## config.mk

```make
export PLATFORM = sky130hd
export DESIGN_NAME = tcr_fifo
export DESIGN_NICKNAME = d
export VERILOG_FILES = /design/src/hw/rtl/tcr_fifo.sv
export SDC_FILE = /design/constraint.sdc
export NUM_CORES = 1
export LEC_CHECK = 0
export ABC_CLOCK_PERIOD_IN_PS = 2200
export BUFFER_PORTS_ARGS = -buffer_cell sky130_fd_sc_hd__buf_2
export CAP_MARGIN = 10
export CORE_MARGIN = 4
export CORE_UTILIZATION = 35
export CTS_CLUSTER_SIZE = 8
export DETAILED_ROUTE_END_ITERATION = 10
export PLACE_DENSITY_LB_ADDON = 0.25
export SYNTH_ARGS = -nofsm -noshare
export SYNTH_HDL_FRONTEND = slang
export SYNTH_SLANG_ARGS = --single-unit
```

## constraint.sdc

```tcl
create_clock -name clk -period 2.2 [get_ports clk]
set_input_delay 0.33 -clock clk [delete_from_list [all_inputs] [get_ports clk]]
set_output_delay 0.33 -clock clk [all_outputs]
set_load 0.02 [all_outputs]
```

## src/hw/rtl/tcr_fifo.sv

```systemverilog
// Small register queue between the front and the edge pipeline.
`timescale 1ns / 1ps

module tcr_fifo #(
    parameter int WIDTH = 8,
    parameter int DEPTH = 4
) (
    input  logic             clk,
    input  logic             rst_n,
    input  logic             wr_en,
    input  logic [WIDTH-1:0] wr_data,
    input  logic             rd_en,
    output logic [WIDTH-1:0] rd_data,
    output logic             empty,
    output logic             full
);

    localparam int PTR_W = (DEPTH > 1) ? $clog2(DEPTH) : 1;
    localparam int CNT_W = $clog2(DEPTH + 1);

    logic [WIDTH-1:0] mem_reg [DEPTH];
    logic [PTR_W-1:0] wr_ptr_reg;
    logic [PTR_W-1:0] rd_ptr_reg;
    logic [CNT_W-1:0] count_reg;
    logic [PTR_W-1:0] wr_ptr_next;
    logic [PTR_W-1:0] rd_ptr_next;
    logic [CNT_W-1:0] count_next;
    logic             do_wr;
    logic             do_rd;

    assign empty   = (count_reg == '0);
    assign full    = (count_reg == CNT_W'(DEPTH));
    assign rd_data = mem_reg[rd_ptr_reg];
    assign do_wr   = wr_en && !full;
    assign do_rd   = rd_en && !empty;

    // pointer and fill count
    always_comb
    begin
        wr_ptr_next = wr_ptr_reg;
        rd_ptr_next = rd_ptr_reg;
        count_next  = count_reg;
        if (do_wr)
        begin
            wr_ptr_next = (wr_ptr_reg == PTR_W'(DEPTH - 1)) ? '0 : wr_ptr_reg + 1'b1;
        end
        if (do_rd)
        begin
            rd_ptr_next = (rd_ptr_reg == PTR_W'(DEPTH - 1)) ? '0 : rd_ptr_reg + 1'b1;
        end
        if (do_wr && !do_rd)
        begin
            count_next = count_reg + 1'b1;
        end
        else if (do_rd && !do_wr)
        begin
            count_next = count_reg - 1'b1;
        end
    end

    always_ff @(posedge clk or negedge rst_n)
    begin
        if (!rst_n)
        begin
            wr_ptr_reg <= '0;
            rd_ptr_reg <= '0;
            count_reg  <= '0;
        end
        else
        begin
            wr_ptr_reg <= wr_ptr_next;
            rd_ptr_reg <= rd_ptr_next;
            count_reg  <= count_next;
        end
    end

    // storage
    always_ff @(posedge clk)
    begin
        if (do_wr)
        begin
            mem_reg[wr_ptr_reg] <= wr_data;
        end
    end

endmodule

```

==> results_dict.tcl, run 1 <==
set metrics [dict create \
    cap_violations 0 \
    ios 22 \
    grt_overflow 0 \
    rr_endpoint "count_reg[2]" \
    r2r_slack_ns 0.25 \
    rows 24 \
    wl_per_cell_um 16.10 \
    rsz0062_at_grt "no" \
    start_util_pct 36.71 \
    grt_pass1_vias 832 \
    largest_register_ffs 32 \
    postSynthAreaPerCell_sq_um 20.51 \
    syn-cell-area_sq_um 1620 \
    worstHoldPathCells 1 \
    drv_slew 0 \
    numPortBuffers 21 \
    ys_ff_latch 39 \
    fmax_mhz 512.4 \
    diodes 0 \
    clk_latency_ns 0.29 \
    yosys.cell_types.count 19 \
    arrival_ns 2.17 \
    viasPerCell 4.780 \
    yosysWarningCount 0 \
    clock_sinks 39 \
    whs_endpoint "mem_reg[0][0]" \
    post-route-drc-count 0 \
    cts_buffer_depth 2 \
    hold_viol_final 0 \
    wl_mm 2.560 \
    cts-root-buf "clkbuf_8" \
    antenna_found_initial 0 \
    min_from "wr_data[0]" \
    vias 760 \
    worstPathMaxFanout 4 \
    layout_commonest_cell "edfxtp_1" \
    routed.top_layer "met4" \
    hp-class "in -> reg" \
    die_x_um 76.04 \
    reg2reg_depth 8 \
    detail-route-antenna-nets 0 \
    gr-usage-all-layers_pct 9.635 \
    path_clk_slew_ns 0.08 \
    route.met3.wl_um 122 \
    setup_viol 0 \
    cts_setup_buffers 0 \
    final_nets 125 \
    design_area_sq_um 1883 \
    slew_headroom_pct 69.76 \
    synth_seq_area_share_pct 70.12 \
    dpl_cell_area_sq_um 1783 \
    synth_nets 98 \
    vdd_drop_max_mv 0.5145 \
    first_pass_iters 4 \
    die_h_um 76.04 \
    final_cell_mix "edfxtp_1 (32), buf_2 (21), mux4_2 (8), ha_1 (6), dfrtp_1 (6)" \
    cp-end-kind "flip-flop" \
    wl_met2_mm 1.350 \
    dieArea_sq_um 5782 \
    fin_skew_ns 0.005452 \
    cts_max_level 2 \
    utilization_pct 42.66 \
    core-area_sq_um 4414 \
    wl_met1_mm 1.034 \
    r2r-start "count_reg[1]" \
    period_share_pct 88.71 \
    tightestPinTransition_ns 0.4535 \
    cp.required_ns 2.42 \
    drtIter0Drc 30 \
    syn_inst 79 \
    leakage_uw 0.0007028 \
    cp-start-kind "flip-flop" \
    fin_setup_tns_ns 0 \
    cts_made_buffers 5 \
    gp_congestion 0.7025 \
    critPathKind "reg -> reg" \
    drive_gt1_share_pct 48.60 \
    dp_hpwl_mm 1.760 \
    cts_tree "yes" \
    power_density_nw_per_um2 1335 \
    syn_to_final_growth_pct 16.22 \
    status "complete, no violations" \
    grt_first_pass_wirelength_mm 4.071 \
    layout_min_cycle_time_ns 1.952 \
    grt_max_degree 14 \
]
==> cell usage after synthesis <==
cell type | n | area share (%)
ha_1 | 6 | 4.6
and2_2 | 4 | 1.9
mux2_4 | 2 | 1.9
xor2_1 | 2 | 1.1
mux4_2 | 8 | 11
nor2b_2 | 1 | 0.54
xnor2_1 | 1 | 0.54
mux2_2 | 3 | 2.1
buf_1 | 1 | 0.23
buf_2 | 1 | 0.31
fa_1 | 1 | 1.2
nor3b_4 | 1 | 1.2
edfxtp_1 | 32 | 59
nor3_1 | 1 | 0.31
inv_1 | 3 | 0.69
nor2_1 | 3 | 0.69
nand2b_4 | 1 | 0.85
dfrtp_1 | 7 | 11
buf_6 | 1 | 0.69
==> kinds of logic after synthesis <==
family                     after synthesis  synth area share, %
DFF                                     39                70.12
adders and majority gates                7                5.869
xor gates and xnor gates                 3                1.622
buffers and inverters                    6                1.930
muxes                                   13                15.06
and+or+nand+nor                         11                5.405
==> power breakdown <==
| group | internal [uW] | total, uW | switching (uW) |
|---|---|---|---|
| registers | 1000 | 1190 | 185 |
| clock network | 220 | 474 | 253 |
| logic | 440 | 855 | 415 |
==> worst max path at each step <==
stage               slack (ns)          start           end  depth (start not counted)
global placement          0.34   count_reg[1]  count_reg[2]                          8
finish                    0.25   count_reg[1]  count_reg[2]                          8
detailed placement        0.23   count_reg[1]  count_reg[2]                          8
global route               0.1   count_reg[0]  count_reg[2]                          8
CTS                       0.02  rd_ptr_reg[0]    rd_data[4]                          2
floorplan                 0.12   count_reg[1]  count_reg[2]                          8
==> per-stage QoR <==
stage	total power [uW]	std cells	setup WS, ns	hold slack, ns
global route	2675	159	0.09932	0.2347
finish	2514	159	0.2483	0.2476
detailed placement	2088	150	0.2278	0.1778
CTS	2560	159	0.01656	0.2398
floorplan	1827	79	0.1162	0.03441
global placement	2047	150	0.3392	0.1740
==> per-layer routing <==
metal  up-vias  track usage, %
met1       383           10.55
li1        355               -
met3         5           5.083
met5         -               0
met2        17           15.15
met4         0           4.804
==> layout make-up <==
| cell class | count | area (sq um) |
|---|---|---|
| clock inverters | 3 | 20.02 |
| flip-flops and latches | 39 | 1137 |
| well taps | 52 | 65.06 |
| inverters | 3 | 11.26 |
| fillers | 383 | 2531 |
| multi-input cells | 34 | 457.9 |
| repair buffers | 23 | 122.6 |
| clock buffers | 5 | 68.82 |
==> repair_timing <==
action	in CTS	in global routing
hold endpoints to repair	7	0
resized for setup	0	1
hold buffers	1	0
endpoints found under the setup margin	0	8
==> critical path: stages (launching register included) <==
cell and delay (ns):
dfrtp_1 0.45, nor3_2 0.23, nand2b_4 0.17, ha_1 0.18, inv_1 0.06, fa_1 0.37, xor2_1 0.15, nor2_1 0.11
xor2_1 0.15
Note: power is estimated with default switching activity, not from simulation.
==> run 2, diff against run 1 <==
- PLACE_DENSITY: not set -> 0.54
- PLACE_DENSITY_LB_ADDON: 0.25 -> not set
==> run 2 against run 1 <==
Net effect: clock skew is 0.0021 ns higher; clock power is 46% higher; non-clock buffer count stayed put; critical path depth stayed put; total power is 8.6% higher; sequential share of layout area is 1.4 points lower; critical path type unchanged; largest cell class unchanged; highest routed layer unchanged.
==> results_dict.tcl, run 2 (synthesized netlist as in run 1, its figures left out) <==
set metrics [dict create \
    status "complete, no violations" \
    cts_max_level 2 \
    cp-end-kind "flip-flop" \
    cp.required_ns 2.41 \
    setup_viol 0 \
    start_util_pct 36.71 \
    fmax_mhz 513.5 \
    hold_viol_final 0 \
    power_frac_clock_pct 25.3 \
    arrival_ns 2.16 \
    core-area_sq_um 4414 \
    die_x_um 76.04 \
    dieArea_sq_um 5782 \
    power_density_nw_per_um2 1418 \
    grt_pass1_vias 801 \
    vias 757 \
    crit_cells 8 \
    p_switching_uw 835.4 \
    antenna_found_initial 0 \
    dp_cells 150 \
    period_share_pct 88.53 \
    critPathKind "reg -> reg" \
    fill_cells 370 \
    numPortBuffers 21 \
    reg2reg_depth 8 \
    rows 24 \
    utilization_pct 43.65 \
    fin_skew_ns 0.007570 \
    gr-usage-all-layers_pct 9.068 \
    pwr-share-comb_pct 31.3 \
    wl_per_cell_um 15.65 \
    diodes 0 \
    drive_gt1_share_pct 47.66 \
    cts_tree "yes" \
    layout_min_cycle_time_ns 1.948 \
    wl_mm 2.489 \
    path_clk_slew_ns 0.08 \
    cap_violations 0 \
    final_cell_mix "edfxtp_1 (32), buf_2 (21), mux4_2 (8), ha_1 (6), dfrtp_1 (6)" \
    setup_slack_ns 0.2524 \
    dp_slack_ns 0.2251 \
    worstPathMaxFanout 4 \
    final_nets 125 \
    rsz0062_at_grt "no" \
    cts_made_buffers 5 \
    layout_commonest_cell "edfxtp_1" \
    first_pass_iters 2 \
    hp-class "in -> reg" \
    crit_buf_inv 1 \
    drv_slew 0 \
    largest_register_ffs 32 \
    clk_latency_ns 0.29 \
    grt_overflow 0 \
    fin_setup_tns_ns 0 \
    cpMostUsedCell "xor2_1" \
    clock_sinks 39 \
    cts-root-buf "clkbuf_8" \
    crit_chain "nor3_2 > nand2b_4 > ha_1 > inv_1 > fa_1 > xor2_1 > nor2_1 > xor2_1" \
    drtIter0Drc 16 \
    ios 22 \
    die_h_um 76.04 \
    leakage_uw 0.0007280 \
    detail-route-antenna-nets 0 \
    grt_max_degree 13 \
    worstHoldPathCells 1 \
    cp-start-kind "flip-flop" \
    post-route-drc-count 0 \
    crit_slowest_cell "dfrtp_1" \
    cts_buffer_depth 2 \
    dp_hpwl_mm 1.683 \
    pwr-share-seq_pct 43.3 \
    syn_to_final_growth_pct 18.92 \
    crit_family "adder cells" \
    final_cells 159 \
    power.internal_uw 1896 \
    grt_first_pass_wirelength_mm 3.857 \
    vdd_drop_max_mv 0.5537 \
    tightestPinTransition_ns 0.4386 \
    hold_ws_ns 0.2511 \
    slew_headroom_pct 70.76 \
    max_stage_delay_ns 0.45 \
    gp_congestion 0.6568 \
    viasPerCell 4.761 \
    switching_share_pct 30.59 \
]
==> run 2: cell type report <==
class                      instances  area, sq um  area share (%)
multi-input combinational         34        457.9           23.77
inverter                           3        11.26          0.5844
clock inverter                     2        60.06           3.117
sequential                        39         1137           59.03
clock buffer                       6        72.57           3.766
tap                               52        65.06           3.377
timing repair buffer              23        122.6           6.364
==> run 2: power groups by stage <==
stage	clock, uW	combinational, uW	sequential [uW]
2_1_floorplan	0	730	1100
3_3_place_gp	0	853	1190
3_5_place_dp	0	869	1200
4_1_cts	706	876	1190
5_1_grt	736	938	1220
6_report	692	856	1180
==> run 2: worst reg2reg max path, cell delays in order (launching register included) <==
cell and delay, ns:
dfrtp_1 0.45, nor3_2 0.23, nand2b_4 0.17, ha_1 0.18
inv_1 0.06, fa_1 0.39, xor2_1 0.16, nor2_1 0.11
xor2_1 0.14
==> run 2: final timing paths <==
path,end,slack (ns),from
max,count_reg[2],0.25,count_reg[1]
min,mem_reg[2][0],0.25,wr_data[0]
max reg2reg,count_reg[2],0.25,count_reg[1]
min reg2reg,count_reg[2],0.53,count_reg[2]
max in group asynchronous,rd_ptr_reg[0],1.61,rst_n
min in group asynchronous,count_reg[2],0.41,rst_n
==> run 2: per-stage QoR <==
step	area (sq um)	power, uW
6_report	1927	2731
5_1_grt	1927	2891
4_1_cts	1926	2770
3_5_place_dp	1783	2072
3_3_place_gp	1783	2047
2_1_floorplan	1625	1827
==> run 2: what timing repair did <==
action / 4_1_cts / 5_1_grt
endpoints found under the setup margin: 0 / 8
hold buffers: 1 / 0
endpoints found under the hold margin: 7 / 0
setup buffers: 0 / 0
resized for setup: 0 / 1
==> run 2: layer usage <==
metal,GRT usage [%],vias up,wire length (um)
met3,4.374,6,129
met2,13.87,17,1160
met1,10.67,378,1151
met5,0,-,0
met4,4.270,0,47
li1,-,356,-
