File: src/hw/rtl/tcr_pkg.sv
// Shared constants, codes and types of the triangle coverage rasterizer.
`timescale 1ns / 1ps

package tcr_pkg;

    // Default parameter values
    localparam int COORD_FRAC_BITS_DEF = 4;
    localparam int SCREEN_BITS_DEF     = 12;

    // Fixed field widths
    localparam int COORD_W     = 16;          // raw vertex coordinate
    localparam int UNIT_W      = COORD_W + 1; // coordinate in half-LSB units
    localparam int DIFF_W      = UNIT_W + 1;  // difference of two coordinates
    localparam int SIZE_W      = 13;          // screen size registers
    localparam int PIX_W       = 12;          // pixel_x / pixel_y ports
    localparam int COLOR_W     = 24;
    localparam int STATUS_W    = 3;
    localparam int CFG_ADDR_W  = 3;
    localparam int CFG_DATA_W  = 32;
    localparam int QUEUE_DEPTH = 4;

    // Register reset values
    localparam logic [SIZE_W-1:0] IMAGE_WIDTH_RST  = 13'd640;
    localparam logic [SIZE_W-1:0] IMAGE_HEIGHT_RST = 13'd480;

    // Register indexes (paddr[2])
    localparam logic REG_IMAGE_WIDTH  = 1'b0;
    localparam logic REG_IMAGE_HEIGHT = 1'b1;

    // Input operations
    localparam logic OP_LOAD = 1'b0;
    localparam logic OP_STEP = 1'b1;

    // Result status codes
    localparam logic [STATUS_W-1:0] ST_PIXEL       = 3'd0;
    localparam logic [STATUS_W-1:0] ST_ACCEPTED    = 3'd1;
    localparam logic [STATUS_W-1:0] ST_DEGENERATE  = 3'd2;
    localparam logic [STATUS_W-1:0] ST_OFF_SCREEN  = 3'd3;
    localparam logic [STATUS_W-1:0] ST_NO_TRIANGLE = 3'd4;

    // Triangle geometry held for the pixel tests, after the winding swap
    typedef struct packed {
        logic signed [UNIT_W-1:0] x0;
        logic signed [UNIT_W-1:0] y0;
        logic signed [UNIT_W-1:0] x1;
        logic signed [UNIT_W-1:0] y1;
        logic signed [UNIT_W-1:0] x2;
        logic signed [UNIT_W-1:0] y2;
        logic [COLOR_W-1:0]       color;
    } geom_t;

    // Occupancy of the edge pipeline, seen by the front
    typedef struct packed {
        logic s1_valid;
        logic s2_valid;
    } pipe_stat_t;

endpackage

File: src/hw/rtl/tcr_front.sv
// Front end: takes beats, sets up triangles and walks the bounding box.
`timescale 1ns / 1ps

module tcr_front import tcr_pkg::*; #(
    parameter int COORD_FRAC_BITS = COORD_FRAC_BITS_DEF,
    parameter int SCREEN_BITS     = SCREEN_BITS_DEF
) (
    input  logic                              clk,
    input  logic                              rst_n,
    input  logic                              push,
    output logic                              full,
    input  logic                              op,
    input  logic signed [COORD_W-1:0]         vertex0_x,
    input  logic signed [COORD_W-1:0]         vertex0_y,
    input  logic signed [COORD_W-1:0]         vertex1_x,
    input  logic signed [COORD_W-1:0]         vertex1_y,
    input  logic signed [COORD_W-1:0]         vertex2_x,
    input  logic signed [COORD_W-1:0]         vertex2_y,
    input  logic [COLOR_W-1:0]                fill_color,
    input  logic [SIZE_W-1:0]                 image_width,
    input  logic [SIZE_W-1:0]                 image_height,
    input  logic                              q_full,
    input  logic                              q_empty,
    input  pipe_stat_t                        pipe_stat,
    output logic                              q_push,
    output logic [STATUS_W+2*SCREEN_BITS:0]   q_data,
    output geom_t                             geom
);

    localparam int SPAN_W = SCREEN_BITS + COORD_FRAC_BITS + 2;
    localparam int BW     = ((UNIT_W > SPAN_W) ? UNIT_W : SPAN_W) + 1;
    localparam int EW     = (SIZE_W > SCREEN_BITS + 1) ? SIZE_W : SCREEN_BITS + 1;
    localparam int PROD_W = 2 * DIFF_W;
    localparam int AREA_W = PROD_W + 1;
    localparam int SH     = COORD_FRAC_BITS + 1;
    localparam logic signed [BW-1:0] HALF_U     = BW'(2 ** COORD_FRAC_BITS);
    localparam logic signed [BW-1:0] ONE_M1     = BW'(2 ** SH - 1);
    localparam logic [EW-1:0]        SCREEN_MAX = EW'(2 ** SCREEN_BITS);

    typedef enum logic [1:0] {F_IDLE, F_MUL, F_DONE} front_state_t;

    front_state_t             state_reg, state_next;
    logic                     active_reg, active_next;
    logic [SCREEN_BITS-1:0]   cur_x_reg, cur_x_next;
    logic [SCREEN_BITS-1:0]   cur_y_reg, cur_y_next;
    logic [SCREEN_BITS-1:0]   box_min_x_reg, box_min_x_next;
    logic [SCREEN_BITS-1:0]   box_max_x_reg, box_max_x_next;
    logic [SCREEN_BITS-1:0]   box_min_y_reg, box_min_y_next;
    logic [SCREEN_BITS-1:0]   box_max_y_reg, box_max_y_next;
    geom_t                    geom_reg, geom_next;

    // load set-up payload
    logic signed [UNIT_W-1:0] ld_x_reg [3];
    logic signed [UNIT_W-1:0] ld_y_reg [3];
    logic [COLOR_W-1:0]       ld_color_reg;
    logic signed [DIFF_W-1:0] d10x_reg, d10y_reg, d20x_reg, d20y_reg;
    logic signed [PROD_W-1:0] p_a_reg, p_b_reg;
    logic signed [BW-1:0]     fxc_reg, lxc_reg, fyc_reg, lyc_reg;

    logic                     accept;
    logic                     fin;
    logic                     drained;
    logic                     done_go;
    logic                     swap;
    logic                     empty_clip;
    logic                     empty_pix;
    logic [STATUS_W-1:0]      ld_status;
    logic signed [UNIT_W-1:0] in_x [3];
    logic signed [UNIT_W-1:0] in_y [3];
    logic signed [UNIT_W-1:0] min_x, max_x, min_y, max_y;
    logic signed [BW-1:0]     fx_e, lx_e, fy_e, ly_e;
    logic signed [BW-1:0]     lim_x, lim_y;
    logic signed [BW-1:0]     fxc, lxc, fyc, lyc;
    logic signed [BW-1:0]     pfx, plx, pfy, ply;
    logic [EW-1:0]            eff_w, eff_h;
    logic signed [AREA_W-1:0] area;

    function automatic logic signed [UNIT_W-1:0] min3(
        input logic signed [UNIT_W-1:0] a,
        input logic signed [UNIT_W-1:0] b,
        input logic signed [UNIT_W-1:0] c
    );
        logic signed [UNIT_W-1:0] m;
        m = (a < b) ? a : b;
        return (m < c) ? m : c;
    endfunction

    function automatic logic signed [UNIT_W-1:0] max3(
        input logic signed [UNIT_W-1:0] a,
        input logic signed [UNIT_W-1:0] b,
        input logic signed [UNIT_W-1:0] c
    );
        logic signed [UNIT_W-1:0] m;
        m = (a > b) ? a : b;
        return (m > c) ? m : c;
    endfunction

    // handshake and raw coordinates in half-LSB units
    assign full    = (state_reg != F_IDLE) || q_full;
    assign accept  = push && !full;
    assign in_x[0] = {vertex0_x, 1'b0};
    assign in_y[0] = {vertex0_y, 1'b0};
    assign in_x[1] = {vertex1_x, 1'b0};
    assign in_y[1] = {vertex1_y, 1'b0};
    assign in_x[2] = {vertex2_x, 1'b0};
    assign in_y[2] = {vertex2_y, 1'b0};
    assign geom    = geom_reg;

    // bounding box clipped at pixel centres (multiply cycle)
    always_comb
    begin
        min_x = min3(ld_x_reg[0], ld_x_reg[1], ld_x_reg[2]);
        max_x = max3(ld_x_reg[0], ld_x_reg[1], ld_x_reg[2]);
        min_y = min3(ld_y_reg[0], ld_y_reg[1], ld_y_reg[2]);
        max_y = max3(ld_y_reg[0], ld_y_reg[1], ld_y_reg[2]);
        fx_e  = BW'(min_x);
        lx_e  = BW'(max_x);
        fy_e  = BW'(min_y);
        ly_e  = BW'(max_y);
        eff_w = (EW'(image_width) > SCREEN_MAX) ? SCREEN_MAX : EW'(image_width);
        eff_h = (EW'(image_height) > SCREEN_MAX) ? SCREEN_MAX : EW'(image_height);
        lim_x = $signed(BW'(eff_w) << SH) - HALF_U;
        lim_y = $signed(BW'(eff_h) << SH) - HALF_U;
        fxc   = (fx_e < HALF_U) ? HALF_U : fx_e;
        fyc   = (fy_e < HALF_U) ? HALF_U : fy_e;
        lxc   = (lx_e > lim_x) ? lim_x : lx_e;
        lyc   = (ly_e > lim_y) ? lim_y : ly_e;
    end

    // area sign, pixel rounding and load verdict (done state)
    always_comb
    begin
        area       = {p_a_reg[PROD_W-1], p_a_reg} - {p_b_reg[PROD_W-1], p_b_reg};
        swap       = area[AREA_W-1];
        empty_clip = (fxc_reg > lxc_reg) || (fyc_reg > lyc_reg);
        pfx        = (fxc_reg - HALF_U + ONE_M1) >>> SH;
        plx        = (lxc_reg - HALF_U) >>> SH;
        pfy        = (fyc_reg - HALF_U + ONE_M1) >>> SH;
        ply        = (lyc_reg - HALF_U) >>> SH;
        empty_pix  = (pfx > plx) || (pfy > ply);
        if (area == '0)
        begin
            ld_status = ST_DEGENERATE;
        end
        else if (empty_clip || empty_pix)
        begin
            ld_status = ST_OFF_SCREEN;
        end
        else
        begin
            ld_status = ST_ACCEPTED;
        end
    end

    // geometry may change only once no pixel beat is left to test
    assign drained = q_empty && !pipe_stat.s1_valid && !pipe_stat.s2_valid;
    assign done_go = (state_reg == F_DONE) && !q_full
                     && ((ld_status != ST_ACCEPTED) || drained);
    assign fin     = (cur_x_reg == box_max_x_reg) && (cur_y_reg == box_max_y_reg);

    // queue beat
    always_comb
    begin
        q_push = done_go || (accept && (op == OP_STEP));
        if (done_go)
        begin
            q_data = {ld_status, {(2 * SCREEN_BITS + 1){1'b0}}};
        end
        else if (active_reg)
        begin
            q_data = {ST_PIXEL, cur_x_reg, cur_y_reg, fin};
        end
        else
        begin
            q_data = {ST_NO_TRIANGLE, {(2 * SCREEN_BITS + 1){1'b0}}};
        end
    end

    // sequencer and triangle state
    always_comb
    begin
        state_next     = state_reg;
        active_next    = active_reg;
        cur_x_next     = cur_x_reg;
        cur_y_next     = cur_y_reg;
        box_min_x_next = box_min_x_reg;
        box_max_x_next = box_max_x_reg;
        box_min_y_next = box_min_y_reg;
        box_max_y_next = box_max_y_reg;
        geom_next      = geom_reg;
        case (state_reg)
            F_IDLE:
            begin
                if (accept && (op == OP_LOAD))
                begin
                    state_next = F_MUL;
                end
                else if (accept && active_reg)
                begin
                    if (fin)
                    begin
                        active_next = 1'b0;
                    end
                    else if (cur_x_reg == box_max_x_reg)
                    begin
                        cur_x_next = box_min_x_reg;
                        cur_y_next = cur_y_reg + 1'b1;
                    end
                    else
                    begin
                        cur_x_next = cur_x_reg + 1'b1;
                    end
                end
            end
            F_MUL:
            begin
                state_next = F_DONE;
            end
            F_DONE:
            begin
                if (done_go)
                begin
                    state_next  = F_IDLE;
                    active_next = (ld_status == ST_ACCEPTED);
                    if (ld_status == ST_ACCEPTED)
                    begin
                        box_min_x_next  = pfx[SCREEN_BITS-1:0];
                        box_max_x_next  = plx[SCREEN_BITS-1:0];
                        box_min_y_next  = pfy[SCREEN_BITS-1:0];
                        box_max_y_next  = ply[SCREEN_BITS-1:0];
                        cur_x_next      = pfx[SCREEN_BITS-1:0];
                        cur_y_next      = pfy[SCREEN_BITS-1:0];
                        geom_next.x0    = ld_x_reg[0];
                        geom_next.y0    = ld_y_reg[0];
                        geom_next.x1    = swap ? ld_x_reg[2] : ld_x_reg[1];
                        geom_next.y1    = swap ? ld_y_reg[2] : ld_y_reg[1];
                        geom_next.x2    = swap ? ld_x_reg[1] : ld_x_reg[2];
                        geom_next.y2    = swap ? ld_y_reg[1] : ld_y_reg[2];
                        geom_next.color = ld_color_reg;
                    end
                end
            end
            default:
            begin
                state_next = F_IDLE;
            end
        endcase
    end

    always_ff @(posedge clk or negedge rst_n)
    begin
        if (!rst_n)
        begin
            state_reg     <= F_IDLE;
            active_reg    <= 1'b0;
            cur_x_reg     <= '0;
            cur_y_reg     <= '0;
            box_min_x_reg <= '0;
            box_max_x_reg <= '0;
            box_min_y_reg <= '0;
            box_max_y_reg <= '0;
            geom_reg      <= '0;
        end
        else
        begin
            state_reg     <= state_next;
            active_reg    <= active_next;
            cur_x_reg     <= cur_x_next;
            cur_y_reg     <= cur_y_next;
            box_min_x_reg <= box_min_x_next;
            box_max_x_reg <= box_max_x_next;
            box_min_y_reg <= box_min_y_next;
            box_max_y_reg <= box_max_y_next;
            geom_reg      <= geom_next;
        end
    end

    // load set-up datapath: capture, then area products and clipped box
    always_ff @(posedge clk)
    begin
        if (accept && (op == OP_LOAD))
        begin
            for (int i = 0; i < 3; i++)
            begin
                ld_x_reg[i] <= in_x[i];
                ld_y_reg[i] <= in_y[i];
            end
            ld_color_reg <= fill_color;
            d10x_reg     <= DIFF_W'(in_x[1]) - DIFF_W'(in_x[0]);
            d10y_reg     <= DIFF_W'(in_y[1]) - DIFF_W'(in_y[0]);
            d20x_reg     <= DIFF_W'(in_x[2]) - DIFF_W'(in_x[0]);
            d20y_reg     <= DIFF_W'(in_y[2]) - DIFF_W'(in_y[0]);
        end
        if (state_reg == F_MUL)
        begin
            p_a_reg <= d10x_reg * d20y_reg;
            p_b_reg <= d10y_reg * d20x_reg;
            fxc_reg <= fxc;
            lxc_reg <= lxc;
            fyc_reg <= fyc;
            lyc_reg <= lyc;
        end
    end

endmodule

File: config.mk
export PLATFORM = sky130hd
export DESIGN_NAME = tcr_front
export DESIGN_NICKNAME = d
export VERILOG_FILES = /design/src/hw/rtl/tcr_pkg.sv /design/src/hw/rtl/tcr_front.sv
export SDC_FILE = /design/constraint.sdc
export NUM_CORES = 2
export LEC_CHECK = 0
export ABC_AREA = 1
export BUFFER_PORTS_ARGS = -buffer_cell sky130_fd_sc_hd__buf_2
export CAP_MARGIN = 10
export CORE_AREA = 2 2 429 431
export DETAILED_ROUTE_END_ITERATION = 16
export DIE_AREA = 0 0 431 433
export GPL_ROUTABILITY_DRIVEN = 1
export PLACE_DENSITY = 0.45
export SLEW_MARGIN = 30
export SYNTH_ARGS = -nofsm -noshare
export SYNTH_HDL_FRONTEND = slang
export SYNTH_SLANG_ARGS = --single-unit
File: constraint.sdc
create_clock -name clk -period 13.5 [get_ports clk]
set_input_delay 0.675 -clock clk [delete_from_list [all_inputs] [get_ports clk]]
set_output_delay 0.675 -clock clk [all_outputs]
set_load 0.005 [all_outputs]
==> metrics.txt <==
top cell type's share of synthesized area=22.0%; max reg flops=120; DR vias/cell=4.58; DP HPWL=138,000 microns; FF+latch area=14,300 sq um; critical path peak fanout=32; largest net degree at the start of global routing=98; post-synth cell types=58; data arrival time of the worst path=8.21 ns; Hold Path Class=input port to flop; GRT Util Overall=18.2%; multi-input logic area=33,700 sq um; first-pass GRT wire length=261,000 microns; CP endpoint kind=flop; drt initial violations=2,173; vias in the first global route=42,886; sequential area share after synthesis=26.4%; die width=431 microns; # IOs=310; worst slew pin tran=0.996 ns; cts hold-fix bufs=1; CTS-repair resized insts=0; ys async rst share=36.1%; Yosys reg bits=507; startpoint class of the critical path=flop; CP Class=flop to flop; CP most frequent cell=nand2_1; GP Congestion=0.891; Post-synth EDFFs=324; setup TNS=0 ns; CTS max path bufs=3; Post-Syn Instances=6,363; Clock Pin Slew Worst Setup and Hold Paths=0.07 ns; DRT antenna net count=0; antenna violations before repair=7; final count of pins violating max slew=0; Num CTS Buffers=59; clk_skew=0.0348 ns; Routed Wire Length=168,000 microns; row cnt=157; setup violators final=0; Syn. warnings=0; reg2reg setup slack=5.72 ns; synthesized area per cell=8.52 sq um; Syn Std Cell Area=54,200 sq um; Hold Vio Cnt, Final=0; maximum clock rate=128 MHz; Die ar.=187,000 sq um; CTS H-tree depth=2; slowest cell delay on critical path=0.70 ns; CTS tree=built; TritonRoute pass-1 iters=6; Post-CTS Setup Bufs=0; Die Height=433 microns; crit share post-route=57.7%; share of cells above drive strength 1=9.32%; fin util=33.0%; critical path required time=13.93 ns; Synth area leaders=fa_1, edfxtp_1, ha_1; top_reg_cell synth=edfxtp_1; Vias=41,192; DR DRC count=0; Clk Tree Root Cell=clkbuf_16; later-pin clock latency in the skew report=0.70 ns; IO buf count=303; core area=182,000 sq um; min Tclk post-route=7.78 ns; NumNets Final=7,797; synthesis-to-layout area growth=10.8%; unrepaired setup endpoints after global routing=false; status=complete, no violations; Initial Utilization=29.8%; fill count=19,031; area leader, netlist=fa_1; Max Cap Viol=0; Wirelength per Cell=18.7 microns; GRT overflow=0; clock sink count=507; slowest cell on the critical path=nand2_1; Slew headroom=33.6%
worst max-delay path, delay by kind of cell, from the launching register on:
family / cells / cell delay [ns]
buffers and inverters: 1 / 0.34
and+or+nand+nor: 14 / 3.01
adders and majority gates: 3 / 1.02
AOI/OAI and AO/OA: 11 / 2.70
DFF: 1 / 0.43
cells in the mapped netlist, types with 12 or more instances:
cell type / n
o21ai_2: 77
nand2_2: 17
nor2_1: 278
xor2_1: 169
a21o_1: 19
nand3_1: 169
o21ai_0: 260
nor3_1: 33
or2_2: 38
nand4_1: 67
ha_1: 499
nand3b_1: 13
dfrtp_1: 183
edfxtp_1: 324
buf_6: 25
a211oi_1: 12
nor4_1: 13
o21ai_1: 67
buf_2: 14
o211ai_1: 12
fa_1: 596
nand2_1: 1501
inv_1: 1355
a21oi_1: 231
xnor2_1: 80
a31oi_1: 18
clkbuf_1: 180
o21bai_1: 13
placed cells by master (no fill, tap or decap), types with 19 or more instances in the layout:
cell and n:
nand2_1 1501, inv_1 1355, fa_1 596, ha_1 499
edfxtp_1 324, buf_2 302, nor2_1 276, o21ai_0 260
a21oi_1 231, dfrtp_1 183, nand3_1 169, xor2_1 169
xnor2_1 80, o21ai_2 77, nand4_1 67, o21ai_1 67
clkbuf_16 62, or2_2 38, buf_4 34, nor3_1 32
a21o_1 19
metal layers:
layer	track usage (%)	wire, microns	vias up	part of all wire, %
met2	32.7	85500	636	51
met5	0	0	-	0
met3	1.76	4850	188	2.9
met4	4.64	4460	0	2.7
met1	23.2	73300	20252	44
li1	-	-	20116	-
stage by stage:
step	hold WS [ns]	std cells	setup slack [ns]	area (sq um)
2_1_floorplan	0.379	6370	3.63	54200
3_3_place_gp	0.450	8862	5.72	57900
3_5_place_dp	0.454	8868	5.77	58000
4_1_cts	0.106	8981	5.76	60000
5_1_grt	0.123	8988	5.00	60100
6_report	0.168	8990	5.72	60100
worst paths after layout:
kind	startpoint	endpoint	cells after the start
min	fill_color[17]	ld_color_reg[17]$_DFFE_PP_	1
min in group asynchronous	rst_n	geom[114]$_DFFE_PN0P_	2
max reg2reg	ld_y_reg[0][15]$_DFFE_PP_	lyc_reg[1]$_SDFFCE_PN0N_	29
max	ld_y_reg[0][15]$_DFFE_PP_	lyc_reg[1]$_SDFFCE_PN0N_	29
min reg2reg	geom[3]$_DFFE_PN0P_	geom[3]$_DFFE_PN0P_	2
max in group asynchronous	rst_n	geom[65]$_DFFE_PN0P_	4
kinds of logic (layout without fill, tap and decap cells):
logic type | Yosys count | after routing | share of synthesized area, %
AO/OA/AOI/OAI | 763 | 763 | 8.21
XOR/XNOR | 249 | 249 | 4.02
adder cells (fa/ha/maj) | 1095 | 1095 | 33.5
flip-flops | 507 | 507 | 26.4
multiplexers | 2 | 2 | 0.0369
AND/OR/NAND/NOR | 2154 | 2154 | 16.3
buffers and inverters | 1592 | 1821 | 11.5
other | 1 | 14 | 0.00692
area by class of cell:
| cell class | count | area share [%] |
|---|---|---|
| sequential | 507 | 23.8 |
| clock inverter | 36 | 0.604 |
| clock buffer | 76 | 2.71 |
| tap | 2385 | 4.97 |
| antenna | 6 | 0.0250 |
| multi-input combinational | 4271 | 56.1 |
| inverter | 1359 | 8.49 |
| timing repair buffer | 350 | 3.25 |
Power is left out: the tool's default activity adds up to more than one toggle a clock period on the data nets, which glitch-free logic cannot reach.
